--- src/rtl/core/arte_pkg.sv ---
// Shared types and constants for the record table with eviction.
// Used by the controller, the datapath, the top level and the checker.
package arte_pkg;

  localparam logic [2:0] KIND_START  = 3'd0;
  localparam logic [2:0] KIND_STOP   = 3'd1;
  localparam logic [2:0] KIND_RENAME = 3'd2;
  localparam logic [2:0] KIND_TOUCH  = 3'd3;
  localparam logic [2:0] KIND_VIEW   = 3'd4;
  localparam logic [2:0] KIND_FIND   = 3'd5;
  localparam logic [2:0] KIND_SNAP   = 3'd6;

  localparam logic [1:0] ST_OK    = 2'd0;
  localparam logic [1:0] ST_NONE  = 2'd1;
  localparam logic [1:0] ST_FULL  = 2'd2;

  localparam logic [1:0] VIEW_NONE = 2'd0;
  localparam logic [1:0] VIEW_BACK = 2'd1;

  typedef struct packed {
    logic [2:0]  kind;
    logic [63:0] app_key;
    logic [63:0] new_key;
    logic [2:0]  app_type;
    logic [47:0] now_time;
    logic [1:0]  view_mode;
    logic [4:0]  max_count;
  } item_t;

  typedef struct packed {
    logic [1:0]  status;
    logic [31:0] record_id;
    logic [63:0] record_key;
    logic        run_state;
    logic [2:0]  record_type;
    logic [1:0]  record_view;
    logic [47:0] active_time;
    logic        last;
  } result_t;

  typedef enum logic [2:0] {
    S_IDLE,
    S_SCAN,
    S_PICK,
    S_WRITE,
    S_SNAP
  } state_e;

  typedef struct packed {
    logic       load;
    logic       scan;
    logic       pick;
    logic       write;
    logic       snap;
    logic       empty;
    logic [1:0] empty_status;
  } dp_cmd_t;

  typedef struct packed {
    logic       scan_end;
    logic       pick_ok;
    logic [1:0] pick_status;
    logic       snap_end;
  } dp_stat_t;

endpackage

--- src/rtl/core/arte_ctrl.sv ---
// Sequencing state machine for the record table.
// Depends on arte_pkg for the state, command and status types.
module arte_ctrl (
  input  logic                clk_i,
  input  logic                rst_ni,
  input  logic                start,
  input  logic [2:0]          kind_i,
  input  arte_pkg::dp_stat_t  stat_i,
  output arte_pkg::dp_cmd_t   cmd_o,
  output logic                busy
);

  arte_pkg::state_e state_q, state_d;

  always_ff @(posedge clk_i or negedge rst_ni) begin
    if (!rst_ni) begin
      state_q <= arte_pkg::S_IDLE;
    end else begin
      state_q <= state_d;
    end
  end

  always_comb begin
    state_d = state_q;
    cmd_o   = '0;
    busy    = (state_q != arte_pkg::S_IDLE);
    unique case (state_q)
      arte_pkg::S_IDLE: begin
        if (start) begin
          if (kind_i == arte_pkg::KIND_SNAP) begin
            cmd_o.load = 1'b1;
            state_d    = arte_pkg::S_SNAP;
          end else if (kind_i > arte_pkg::KIND_SNAP) begin
            // An undefined operation answers at once and changes nothing.
            cmd_o.empty        = 1'b1;
            cmd_o.empty_status = arte_pkg::ST_NONE;
          end else begin
            cmd_o.load = 1'b1;
            state_d    = arte_pkg::S_SCAN;
          end
        end
      end
      arte_pkg::S_SCAN: begin
        cmd_o.scan = 1'b1;
        if (stat_i.scan_end) begin
          state_d = arte_pkg::S_PICK;
        end
      end
      arte_pkg::S_PICK: begin
        if (stat_i.pick_ok) begin
          cmd_o.pick = 1'b1;
          state_d    = arte_pkg::S_WRITE;
        end else begin
          cmd_o.empty        = 1'b1;
          cmd_o.empty_status = stat_i.pick_status;
          state_d            = arte_pkg::S_IDLE;
        end
      end
      arte_pkg::S_WRITE: begin
        cmd_o.write = 1'b1;
        state_d     = arte_pkg::S_IDLE;
      end
      arte_pkg::S_SNAP: begin
        cmd_o.snap = 1'b1;
        if (stat_i.snap_end) begin
          state_d = arte_pkg::S_IDLE;
        end
      end
      default: state_d = arte_pkg::S_IDLE;
    endcase
  end

endmodule

--- config.mk ---
export PLATFORM = sky130hd
export DESIGN_NAME = arte_ctrl
export DESIGN_NICKNAME = d
export VERILOG_FILES = /design/src/rtl/core/arte_pkg.sv /design/src/rtl/core/arte_ctrl.sv
export SDC_FILE = /design/constraint.sdc
export NUM_CORES = 1
export LEC_CHECK = 0
export BUFFER_PORTS_ARGS = -buffer_cell sky130_fd_sc_hd__buf_2
export CAP_MARGIN = 30
export CORE_AREA = 2 2 39 41
export CTS_BUF_LIST = sky130_fd_sc_hd__clkbuf_16
export CTS_CLUSTER_DIAMETER = 100
export DETAILED_ROUTE_END_ITERATION = 6
export DIE_AREA = 0 0 41 43
export GPL_TIMING_DRIVEN = 1
export PLACE_DENSITY = 0.57
export SYNTH_ARGS = -nofsm -noshare
export SYNTH_HDL_FRONTEND = slang
export SYNTH_SLANG_ARGS = --single-unit
export TNS_END_PERCENT = 10
--- constraint.sdc ---
create_clock -name clk_i -period 1.75 [get_ports clk_i]
set_input_delay 0.175 -clock clk_i [delete_from_list [all_inputs] [get_ports clk_i]]
set_output_delay 0.175 -clock clk_i [all_outputs]
set_load 0.1 [all_outputs]
==> impl_metrics.env, run 1 <==
export IMPL_outcome="finished, final reports clean"
export IMPL_syn_inst=29
export IMPL_max_cap_viol_count=0
export IMPL_hold_viol=0
export IMPL_diodes=0
export IMPL_drt_pass1_iterations=4
export IMPL_drt_drc_violations_left=0
export IMPL_timing_final_ws_setup_ps=117.5
export IMPL_post_cts_buffers=0
export IMPL_grt_antenna_before_repair=0
export IMPL_crit_end="cmd_o[0]"
export IMPL_async_flop_share=1.000
export IMPL_synthTopCellsByArea="dfrtp_1 30%, a21o_1 5.9%, a221oi_2 5.9%"
export IMPL_r2r_cells=3
export IMPL_insertion_delay_ps=220
export IMPL_slew_violations=0
export IMPL_synth_edff_count=0
export IMPL_finalCriticalPeriod_ps=1633
export IMPL_synth_avg_cell_area_um2=8.758
export IMPL_ys_seq_area_frac=0.2956
export IMPL_overflow=0
export IMPL_die_height_um=43
export IMPL_place_ws_ps=239.3
export IMPL_syn_cell_area_um2=254.0
export IMPL_cts_max_level=1
export IMPL_dp_hpwl_um=562.4
export IMPL_top_regs="state_q: 3 flops"
export IMPL_io_buffers=19
export IMPL_grt_usage=0.1004
export IMPL_cp_max_fo=7
export IMPL_yosys_area_top_type="dfrtp_1"
export IMPL_clock_sinks=3
export IMPL_synth_cell_types=20
export IMPL_core_area_mm2=0.001384
export IMPL_synth_common_cells="3 x dfrtp_1, 3 x nand2_1"
export IMPL_io_pins=20
export IMPL_min_from="stat_i[4]"
export IMPL_die_area_mm2=0.001763
export IMPL_drive_gt1_frac=0.6111
export IMPL_worstSetupPathType="flop to primary output"
export IMPL_top_register="state_q"
export IMPL_drtIter0Drc=5
export IMPL_skew_ps=3.930
export IMPL_startpoint="state_q[0]$_DFFE_PN0P_"
export IMPL_numCtsBuffers=3
export IMPL_finalCritPeriodShare=0.9329
export IMPL_yosys_warnings=0
export IMPL_grt_pass1_wl_um=1159
export IMPL_routed_via_density=4.371
export IMPL_detail_route_antenna_nets=0
export IMPL_detail_route_wl_per_cell_um=10.30
export IMPL_largest_reg_flops=3
export IMPL_nets=66
export IMPL_cts_max_path_buffers=2
export IMPL_worstMarginPinSlew_ps=484.5
export IMPL_area_growth_pct=123.2
export IMPL_final_util=0.4096
export IMPL_clk_pin_slew_ps=30
export IMPL_grt_max_degree=9
export IMPL_rsz0062_at_grt="no"
export IMPL_timing_rr_start="state_q[2]$_DFFE_PN0P_"
export IMPL_dieWidth_um=41
export IMPL_vias=306
export IMPL_hp_class="primary input to flop"
export IMPL_cts_tree="yes"
export IMPL_row_count=14
export IMPL_cp_end_kind="primary output"
export IMPL_yosysTopAreaCellShare=0.2956
export IMPL_yosys_register_bits=3
export IMPL_fmax_mhz=612.5
export IMPL_gp_congestion=0.6629
export IMPL_finalSetupViolations=0
export IMPL_cts_root_buf="clkbuf_16"
export IMPL_crit_arrival_ps=1460
export IMPL_max_slew_margin=0.6792
export IMPL_synth_ff_type="dfrtp_1"
export IMPL_syn_num_nets=40
export IMPL_start_util=0.1835
export IMPL_r2r_end="state_q[0]$_DFFE_PN0P_"
export IMPL_critPathLaunchType="flop"
export IMPL_grt_pass1_vias=283
export IMPL_ff2ff_setup_slack_ps=350
export IMPL_cp_required_ps=1570
export IMPL_wl_um=721
-- layout make-up --
type | instances | area (µm²)
fillers | 142 | 817.0
multi-input cells | 24 | 210.2
repair buffers | 21 | 172.7
flip-flops and latches | 3 | 77.57
clock buffers | 3 | 75.07
well taps | 16 | 20.02
inverters | 2 | 7.507
clock inverters | 1 | 3.754
-- critical path, cell delays in order, from the launching register on --
cell and delay (ps):
dfrtp_2 450, nor3_1 200, buf_4 160, nand3_1 110
nand2_1 130, buf_12 180
-- per-layer routing --
layer	part of all wire	GRT usage	vias up
li1	-	-	158
met1	0.40	0.1158	136
met2	0.50	0.1594	12
met3	0.098	0.05236	0
met4	0	0.02000	0
met5	0	0	-
-- worst min-delay path by stage --
| stage | end | slack, ps | cells after the start |
|---|---|---|---|
| floorplan | state_q[0]$_DFFE_PN0P_ | -120 | 0 |
| global placement | state_q[2]$_DFFE_PN0P_ | -30 | 1 |
| detailed placement | state_q[2]$_DFFE_PN0P_ | -20 | 1 |
| CTS | state_q[1]$_DFFE_PN0P_ | 180 | 2 |
| global route | state_q[1]$_DFFE_PN0P_ | 190 | 2 |
| finish | state_q[1]$_DFFE_PN0P_ | 190 | 2 |
-- per-stage QoR --
stage	instances	TNS [ps]	cell area, µm²	hold slack (ps)
finish	70	0	566.8	185.7
floorplan	29	-460.4	286.5	-120.6
global placement	65	0	469.2	-27.31
global route	70	0	566.8	192.6
CTS	70	0	564.3	184.3
detailed placement	65	0	469.2	-24.66
-- placed cells by master (no fill, tap or decap), types with 2 or more instances in the layout --
cell       Yosys  layout
inv_1          2       3
a21o_1         2       2
buf_2          0      15
nand2_1        3       3
clkbuf_16      0       3
nor3b_4        0       2
buf_12         0       4
nand3b_1       2       2
dfrtp_2        0       2
-- logic make-up (layout without fill, tap and decap cells) --
family / after synthesis / count (layout) / share of synthesized area
AND/OR/NAND/NOR: 19 / 19 / 0.4975
AO/OA/AOI/OAI: 5 / 5 / 0.1773
flip-flops: 3 / 3 / 0.2956
buffers and inverters: 2 / 27 / 0.02957
-- repair_timing --
| item | CTS | global route |
|---|---|---|
| hold buffers | 1 | 0 |
| hold endpoints to repair | 3 | 0 |
| resized for setup | 1 | 2 |
| endpoints found under the setup margin | 1 | 3 |
Power of run 1 is not shown: default switching activity piles up to over one toggle a cycle in this logic, so the estimate is an artifact.
==> run 2: changes to the inputs <==
ABC_AREA = 1   (was unset)
PLACE_DENSITY = 0.58   (was 0.57)
==> impl_metrics.env, run 2 <==
export IMPL_outcome="finished, final reports clean"
export IMPL_top_register="state_q"
export IMPL_fmax_mhz=597.3
export IMPL_p_total_mw=1.228
export IMPL_layout_commonest_cell="buf_2"
export IMPL_detail_route_wl_per_cell_um=8.420
export IMPL_finalCriticalPeriod_ps=1674
export IMPL_hp_class="primary input to flop"
export IMPL_drtIter0Drc=6
export IMPL_p_int_uw=564.6
export IMPL_cts_max_level=1
export IMPL_drive_gt1_frac=0.4167
export IMPL_core_area_mm2=0.001384
export IMPL_critPathMaxStageDelay_ps=440
export IMPL_switchingPower_uw=663.1
export IMPL_yosys_register_bits=3
export IMPL_synthTopCellsByArea="dfrtp_1 28%, nand2_1 17%, inv_1 16%"
export IMPL_row_count=14
export IMPL_synth_mux_area_frac=0
export IMPL_syn_inst=46
export IMPL_ys_seq_area_frac=0.2830
export IMPL_detail_route_antenna_nets=0
export IMPL_synth_adder_area_share=0
export IMPL_cts_root_buf="clkbuf_16"
export IMPL_vias=368
export IMPL_synth_compound_area_frac=0.01887
export IMPL_fin_setup_tns_ps=0
export IMPL_synth_xor_area_frac=0
export IMPL_switching_share=0.5401
export IMPL_cts_tree="yes"
export IMPL_rsz0062_at_grt="yes"
export IMPL_synth_top_family_by_area="simple AND/OR/NAND/NOR gates"
export IMPL_max_slew_margin=0.6774
export IMPL_startpoint="state_q[2]$_DFFE_PN0P_"
export IMPL_timing_rr_start="state_q[2]$_DFFE_PN0P_"
export IMPL_io_buffers=19
export IMPL_crit_chain="nor3_4 > nand2_1 > or2_1 > nand2_1 > buf_12"
export IMPL_r2r_end="state_q[0]$_DFFE_PN0P_"
export IMPL_drt_pass1_iterations=3
export IMPL_top_regs="state_q: 3 flops"
export IMPL_synth_common_cells="12 x nand2_1, 11 x inv_1, 7 x nand3_1"
export IMPL_finalCritPeriodShare=0.9566
export IMPL_syn_cell_area_um2=265.3
export IMPL_max_cap_viol_count=0
export IMPL_ir_worst_vdd_mv=0.8507
export IMPL_slowest_stage="dfrtp_2"
export IMPL_drt_drc_violations_left=0
export IMPL_clk_pin_slew_ps=30
export IMPL_dieWidth_um=41
export IMPL_synth_cell_types=11
export IMPL_dp_hpwl_um=621.4
export IMPL_final_cell_mix="15 x buf_2, 12 x inv_1, 12 x nand2_1, 7 x nand3_1"
export IMPL_finalNonFillerCells=88
export IMPL_r2r_cells=7
export IMPL_grt_usage=0.1116
export IMPL_diodes=0
export IMPL_largest_reg_flops=3
export IMPL_power_leakage_nw=0.3375
export IMPL_min_from="start"
export IMPL_critPathLaunchType="flop"
export IMPL_power_frac_comb=0.600
export IMPL_hold_viol=0
export IMPL_hold_depth=3
export IMPL_cp_common_cell="nand2_1"
export IMPL_yosys_area_share_simple=0.5425
export IMPL_wl_um=741
export IMPL_start_util=0.1917
export IMPL_cp_max_fo=7
export IMPL_dp_cells=81
export IMPL_slew_violations=0
export IMPL_grt_pass1_wl_um=1276
export IMPL_synth_edff_count=0
export IMPL_synth_avg_cell_area_um2=5.766
export IMPL_pwr_share_seq=0.111
export IMPL_cp_required_ps=1570
export IMPL_grt_pass1_vias=339
export IMPL_nets=84
export IMPL_crit_buf_inv=1
export IMPL_yosys_warnings=0
export IMPL_crit_family="simple AND/OR/NAND/NOR gates"
export IMPL_skew_ps=3.774
export IMPL_gp_congestion=0.7407
export IMPL_io_pins=20
export IMPL_syn_num_nets=57
export IMPL_die_area_mm2=0.001763
export IMPL_worstMarginPinSlew_ps=487.2
export IMPL_cts_max_path_buffers=2
export IMPL_yosysTopAreaCellShare=0.2830
export IMPL_die_height_um=43
export IMPL_routed_via_density=4.182
export IMPL_holdPathEnd="state_q[2]$_DFFE_PN0P_"
export IMPL_clockPowerShare=0.289
export IMPL_placed_area_um2=460.4
export IMPL_grt_antenna_before_repair=0
export IMPL_finalSetupViolations=0
export IMPL_yosys_area_top_type="dfrtp_1"
export IMPL_power_density_mw_per_mm2=2147
export IMPL_worstSetupPathType="flop to primary output"
export IMPL_overflow=0
export IMPL_clock_sinks=3
export IMPL_async_flop_share=1.000
export IMPL_numCtsBuffers=3
export IMPL_fin_area_um2=571.8
export IMPL_insertion_delay_ps=220
export IMPL_synth_ff_type="dfrtp_1"
export IMPL_grt_max_degree=8
export IMPL_crit_arrival_ps=1500
export IMPL_area_growth_pct=115.6
export IMPL_ff2ff_setup_slack_ps=570
export IMPL_cp_end_kind="primary output"
export IMPL_yosysMostFrequentCell="nand2_1"
## run 2: changes by cell type after synthesis, sizes merged, moves of 2 or more
cell	before	now
nand2	3	12
nand3	1	7
nor3	1	3
nor2	1	6
inv	2	11
a21o	2	0
nand2b	2	0
## run 2: worst reg2reg max path: stages (launching register included)
cell     delay, ps
dfrtp_2        440
buf_4          150
nor2_1         120
nand3_1        110
nand2_1         80
inv_1           50
nand3_1         60
nand2_1         50
## run 2: worst max path at each step
stage	endpoint	slack [ps]	cells past startpoint
final	cmd_o[2]	80	5
after global placement	cmd_o[2]	300	5
after global routing	cmd_o[1]	-40	5
after floorplan	cmd_o[7]	-150	3
after detailed placement	cmd_o[2]	260	5
after CTS	cmd_o[2]	20	5
## run 2: logic make-up after synthesis
kind of cell / count (synthesis)
compound gates: 1
simple gates: 31
flops: 3
buf+inv: 11
## run 2: cell type report
| cell class | instances | area, µm² |
|---|---|---|
| tap | 16 | 20.02 |
| clock inverter | 1 | 3.754 |
| fill | 155 | 812.0 |
| timing repair buffer | 22 | 180.2 |
| inverter | 11 | 41.29 |
| multi-input combinational | 32 | 175.2 |
| sequential | 3 | 76.32 |
| clock buffer | 3 | 75.07 |
## run 2: metrics by stage
stage	hold slack (ps)	utilization	worst slack (ps)
final	244.0	0.4132	75.89
after global placement	-27.07	0.3327	302.7
after CTS	250.1	0.3969	23.42
after floorplan	-120.6	-	-151.6
after detailed placement	-28.20	0.3327	262.9
after global routing	253.8	0.4132	-41.72
## run 2: metal layers
| layer | track usage | up-vias | wire (µm) |
|---|---|---|---|
| met5 | 0 | - | 0 |
| met4 | 0.06000 | 0 | 0 |
| met3 | 0.07853 | 0 | 51 |
| met2 | 0.1500 | 8 | 361 |
| met1 | 0.1258 | 168 | 328 |
| li1 | - | 192 | - |
## run 2: power by group through the flow
stage	Combinational [mW]	Clock (mW)	Sequential [mW]
6_report	0.737	0.355	0.136
5_1_grt	0.790	0.370	0.139
4_1_cts	0.733	0.364	0.128
3_5_place_dp	0.731	0	0.129
3_3_place_gp	0.728	0	0.128
2_1_floorplan	0.578	0	0.123
## run 2: timing repair
action	4_1_cts	5_1_grt
hold buffers	1	0
gates resized for setup	0	2
endpoints found under the hold margin	3	0
setup buffers	0	2
setup endpoints to repair	0	2
Note: power is estimated with default switching activity, not from simulation.
==> run 3: changes to the inputs <==
clock period = 2.07 ns   (was 1.75 ns; I/O delays follow)
==> impl_metrics.env, run 3 (synthesized netlist as in run 2, its figures left out) <==
export IMPL_cp_max_fo=6
export IMPL_area_growth_pct=78.77
export IMPL_cp_end_kind="primary output"
export IMPL_drive_gt1_frac=0.3429
export IMPL_final_cell_mix="19 x buf_2, 12 x inv_1, 12 x nand2_1, 7 x nand3_1, 6 x nor2_1"
export IMPL_hp_class="primary input to flop"
export IMPL_vias=351
export IMPL_drtIter0Drc=6
export IMPL_io_buffers=19
export IMPL_cts_tree="yes"
export IMPL_worstMarginPinSlew_ps=487.2
export IMPL_die_height_um=43
export IMPL_clk_pin_slew_ps=30
export IMPL_fmax_mhz=520.4
export IMPL_slew_violations=0
export IMPL_dp_hpwl_um=600.8
export IMPL_fin_setup_tns_ps=0
export IMPL_routed_via_density=4.081
export IMPL_max_cap_viol_count=0
export IMPL_grt_pass1_wl_um=1207
export IMPL_dp_cells=81
export IMPL_layout_commonest_cell="buf_2"
export IMPL_hold_viol=0
export IMPL_overflow=0
export IMPL_post_cts_buffers=0
export IMPL_gp_congestion=0.7343
export IMPL_insertion_delay_ps=220
export IMPL_grt_antenna_before_repair=0
export IMPL_final_util=0.3427
export IMPL_power_leakage_nw=0.3119
export IMPL_io_pins=20
export IMPL_clock_sinks=3
export IMPL_cts_max_path_buffers=2
export IMPL_top_register="state_q"
export IMPL_crit_buf_inv=1
export IMPL_top_regs="state_q: 3 flops"
export IMPL_detail_route_antenna_nets=0
export IMPL_outcome="finished, final reports clean"
export IMPL_grt_pass1_vias=328
export IMPL_finalSetupViolations=0
export IMPL_grt_usage=0.1054
export IMPL_crit_family="simple AND/OR/NAND/NOR gates"
export IMPL_finalCritPeriodShare=0.9284
export IMPL_rsz0062_at_grt="no"
export IMPL_postCtsHoldBufs=1
export IMPL_detail_route_wl_per_cell_um=8.384
export IMPL_critPathLaunchType="flop"
export IMPL_slowest_stage="dfrtp_1"
export IMPL_cts_root_buf="clkbuf_16"
export IMPL_wl_um=721
export IMPL_start_util=0.1917
export IMPL_ctsResizeCount=0
export IMPL_diodes=0
export IMPL_nets=82
export IMPL_core_area_mm2=0.001384
export IMPL_place_ws_ps=385.0
export IMPL_largest_reg_flops=3
export IMPL_ir_worst_vdd_mv=0.8214
export IMPL_drt_drc_violations_left=0
export IMPL_finalNonFillerCells=86
export IMPL_finalCriticalPeriod_ps=1922
export IMPL_worstSetupPathType="flop to primary output"
export IMPL_crit_chain="nor3_2 > nand2_1 > or2_1 > nand2_1 > buf_2"
export IMPL_max_slew_margin=0.6774
export IMPL_critPathMaxStageDelay_ps=430
export IMPL_numCtsBuffers=3
export IMPL_cp_required_ps=1860
export IMPL_grt_max_degree=8
export IMPL_cts_max_level=1
export IMPL_dieWidth_um=41
export IMPL_power_density_mw_per_mm2=2027
export IMPL_die_area_mm2=0.001763
export IMPL_fill_cells=158
export IMPL_timing_final_ws_setup_ps=148.2
export IMPL_skew_ps=2.156
export IMPL_cp_common_cell="nand2_1"
export IMPL_crit_arrival_ps=1710
export IMPL_drt_pass1_iterations=2
export IMPL_row_count=14
export IMPL_whs_ps=286.1
## run 3: where the power goes
part           internal [mW]  leakage [nW]  switching, mW
Combinational         0.0967         0.230          0.454
Sequential            0.0777        0.0391         0.0310
Clock                  0.249        0.0423         0.0528
## run 3: path summary, 6_finish.rpt
| kind | start | to | slack (ps) | cells after the start |
|---|---|---|---|---|
| max | state_q[0]$_DFFE_PN0P_ | cmd_o[2] | 150 | 5 |
| min | start | state_q[2]$_DFFE_PN0P_ | 290 | 3 |
| max reg2reg | state_q[0]$_DFFE_PN0P_ | state_q[0]$_DFFE_PN0P_ | 960 | 7 |
| min reg2reg | state_q[1]$_DFFE_PN0P_ | state_q[2]$_DFFE_PN0P_ | 710 | 3 |
| max in group asynchronous | rst_ni | state_q[0]$_DFFE_PN0P_ | 1660 | 2 |
| min in group asynchronous | rst_ni | state_q[2]$_DFFE_PN0P_ | 300 | 2 |
## run 3: final cells by class
| cell class | count | area, µm² | share of cell area |
|---|---|---|---|
| Tap cell | 16 | 20.02 | 0.04222 |
| Multi-Input combinational cell | 32 | 153.9 | 0.3245 |
| Timing Repair Buffer | 20 | 105.1 | 0.2216 |
| Clock buffer | 3 | 75.07 | 0.1583 |
| Clock inverter | 1 | 3.754 | 0.007916 |
| Sequential cell | 3 | 75.07 | 0.1583 |
| Inverter | 11 | 41.29 | 0.08707 |
## run 3: worst min-delay path, cell delays in order
cell	delay, ps
buf_2	100
nand2_1	70
o21ai_0	80
## run 3: layer usage
| layer | wire, µm | GRT usage | share of wire | up-vias |
|---|---|---|---|---|
| met4 | 0 | 0.04000 | 0 | 0 |
| met1 | 298 | 0.1125 | 0.41 | 155 |
| met3 | 38 | 0.07853 | 0.053 | 0 |
| li1 | - | - | - | 190 |
| met5 | 0 | 0 | 0 | - |
| met2 | 384 | 0.1531 | 0.53 | 6 |
## run 3: stage by stage
step,cell area [µm²],total power [mW]
finish,474.2,0.9611
global route,474.2,1.015
floorplan,270.3,0.5775
global placement,385.4,0.6576
CTS,474.2,0.9663
detailed placement,385.4,0.6597
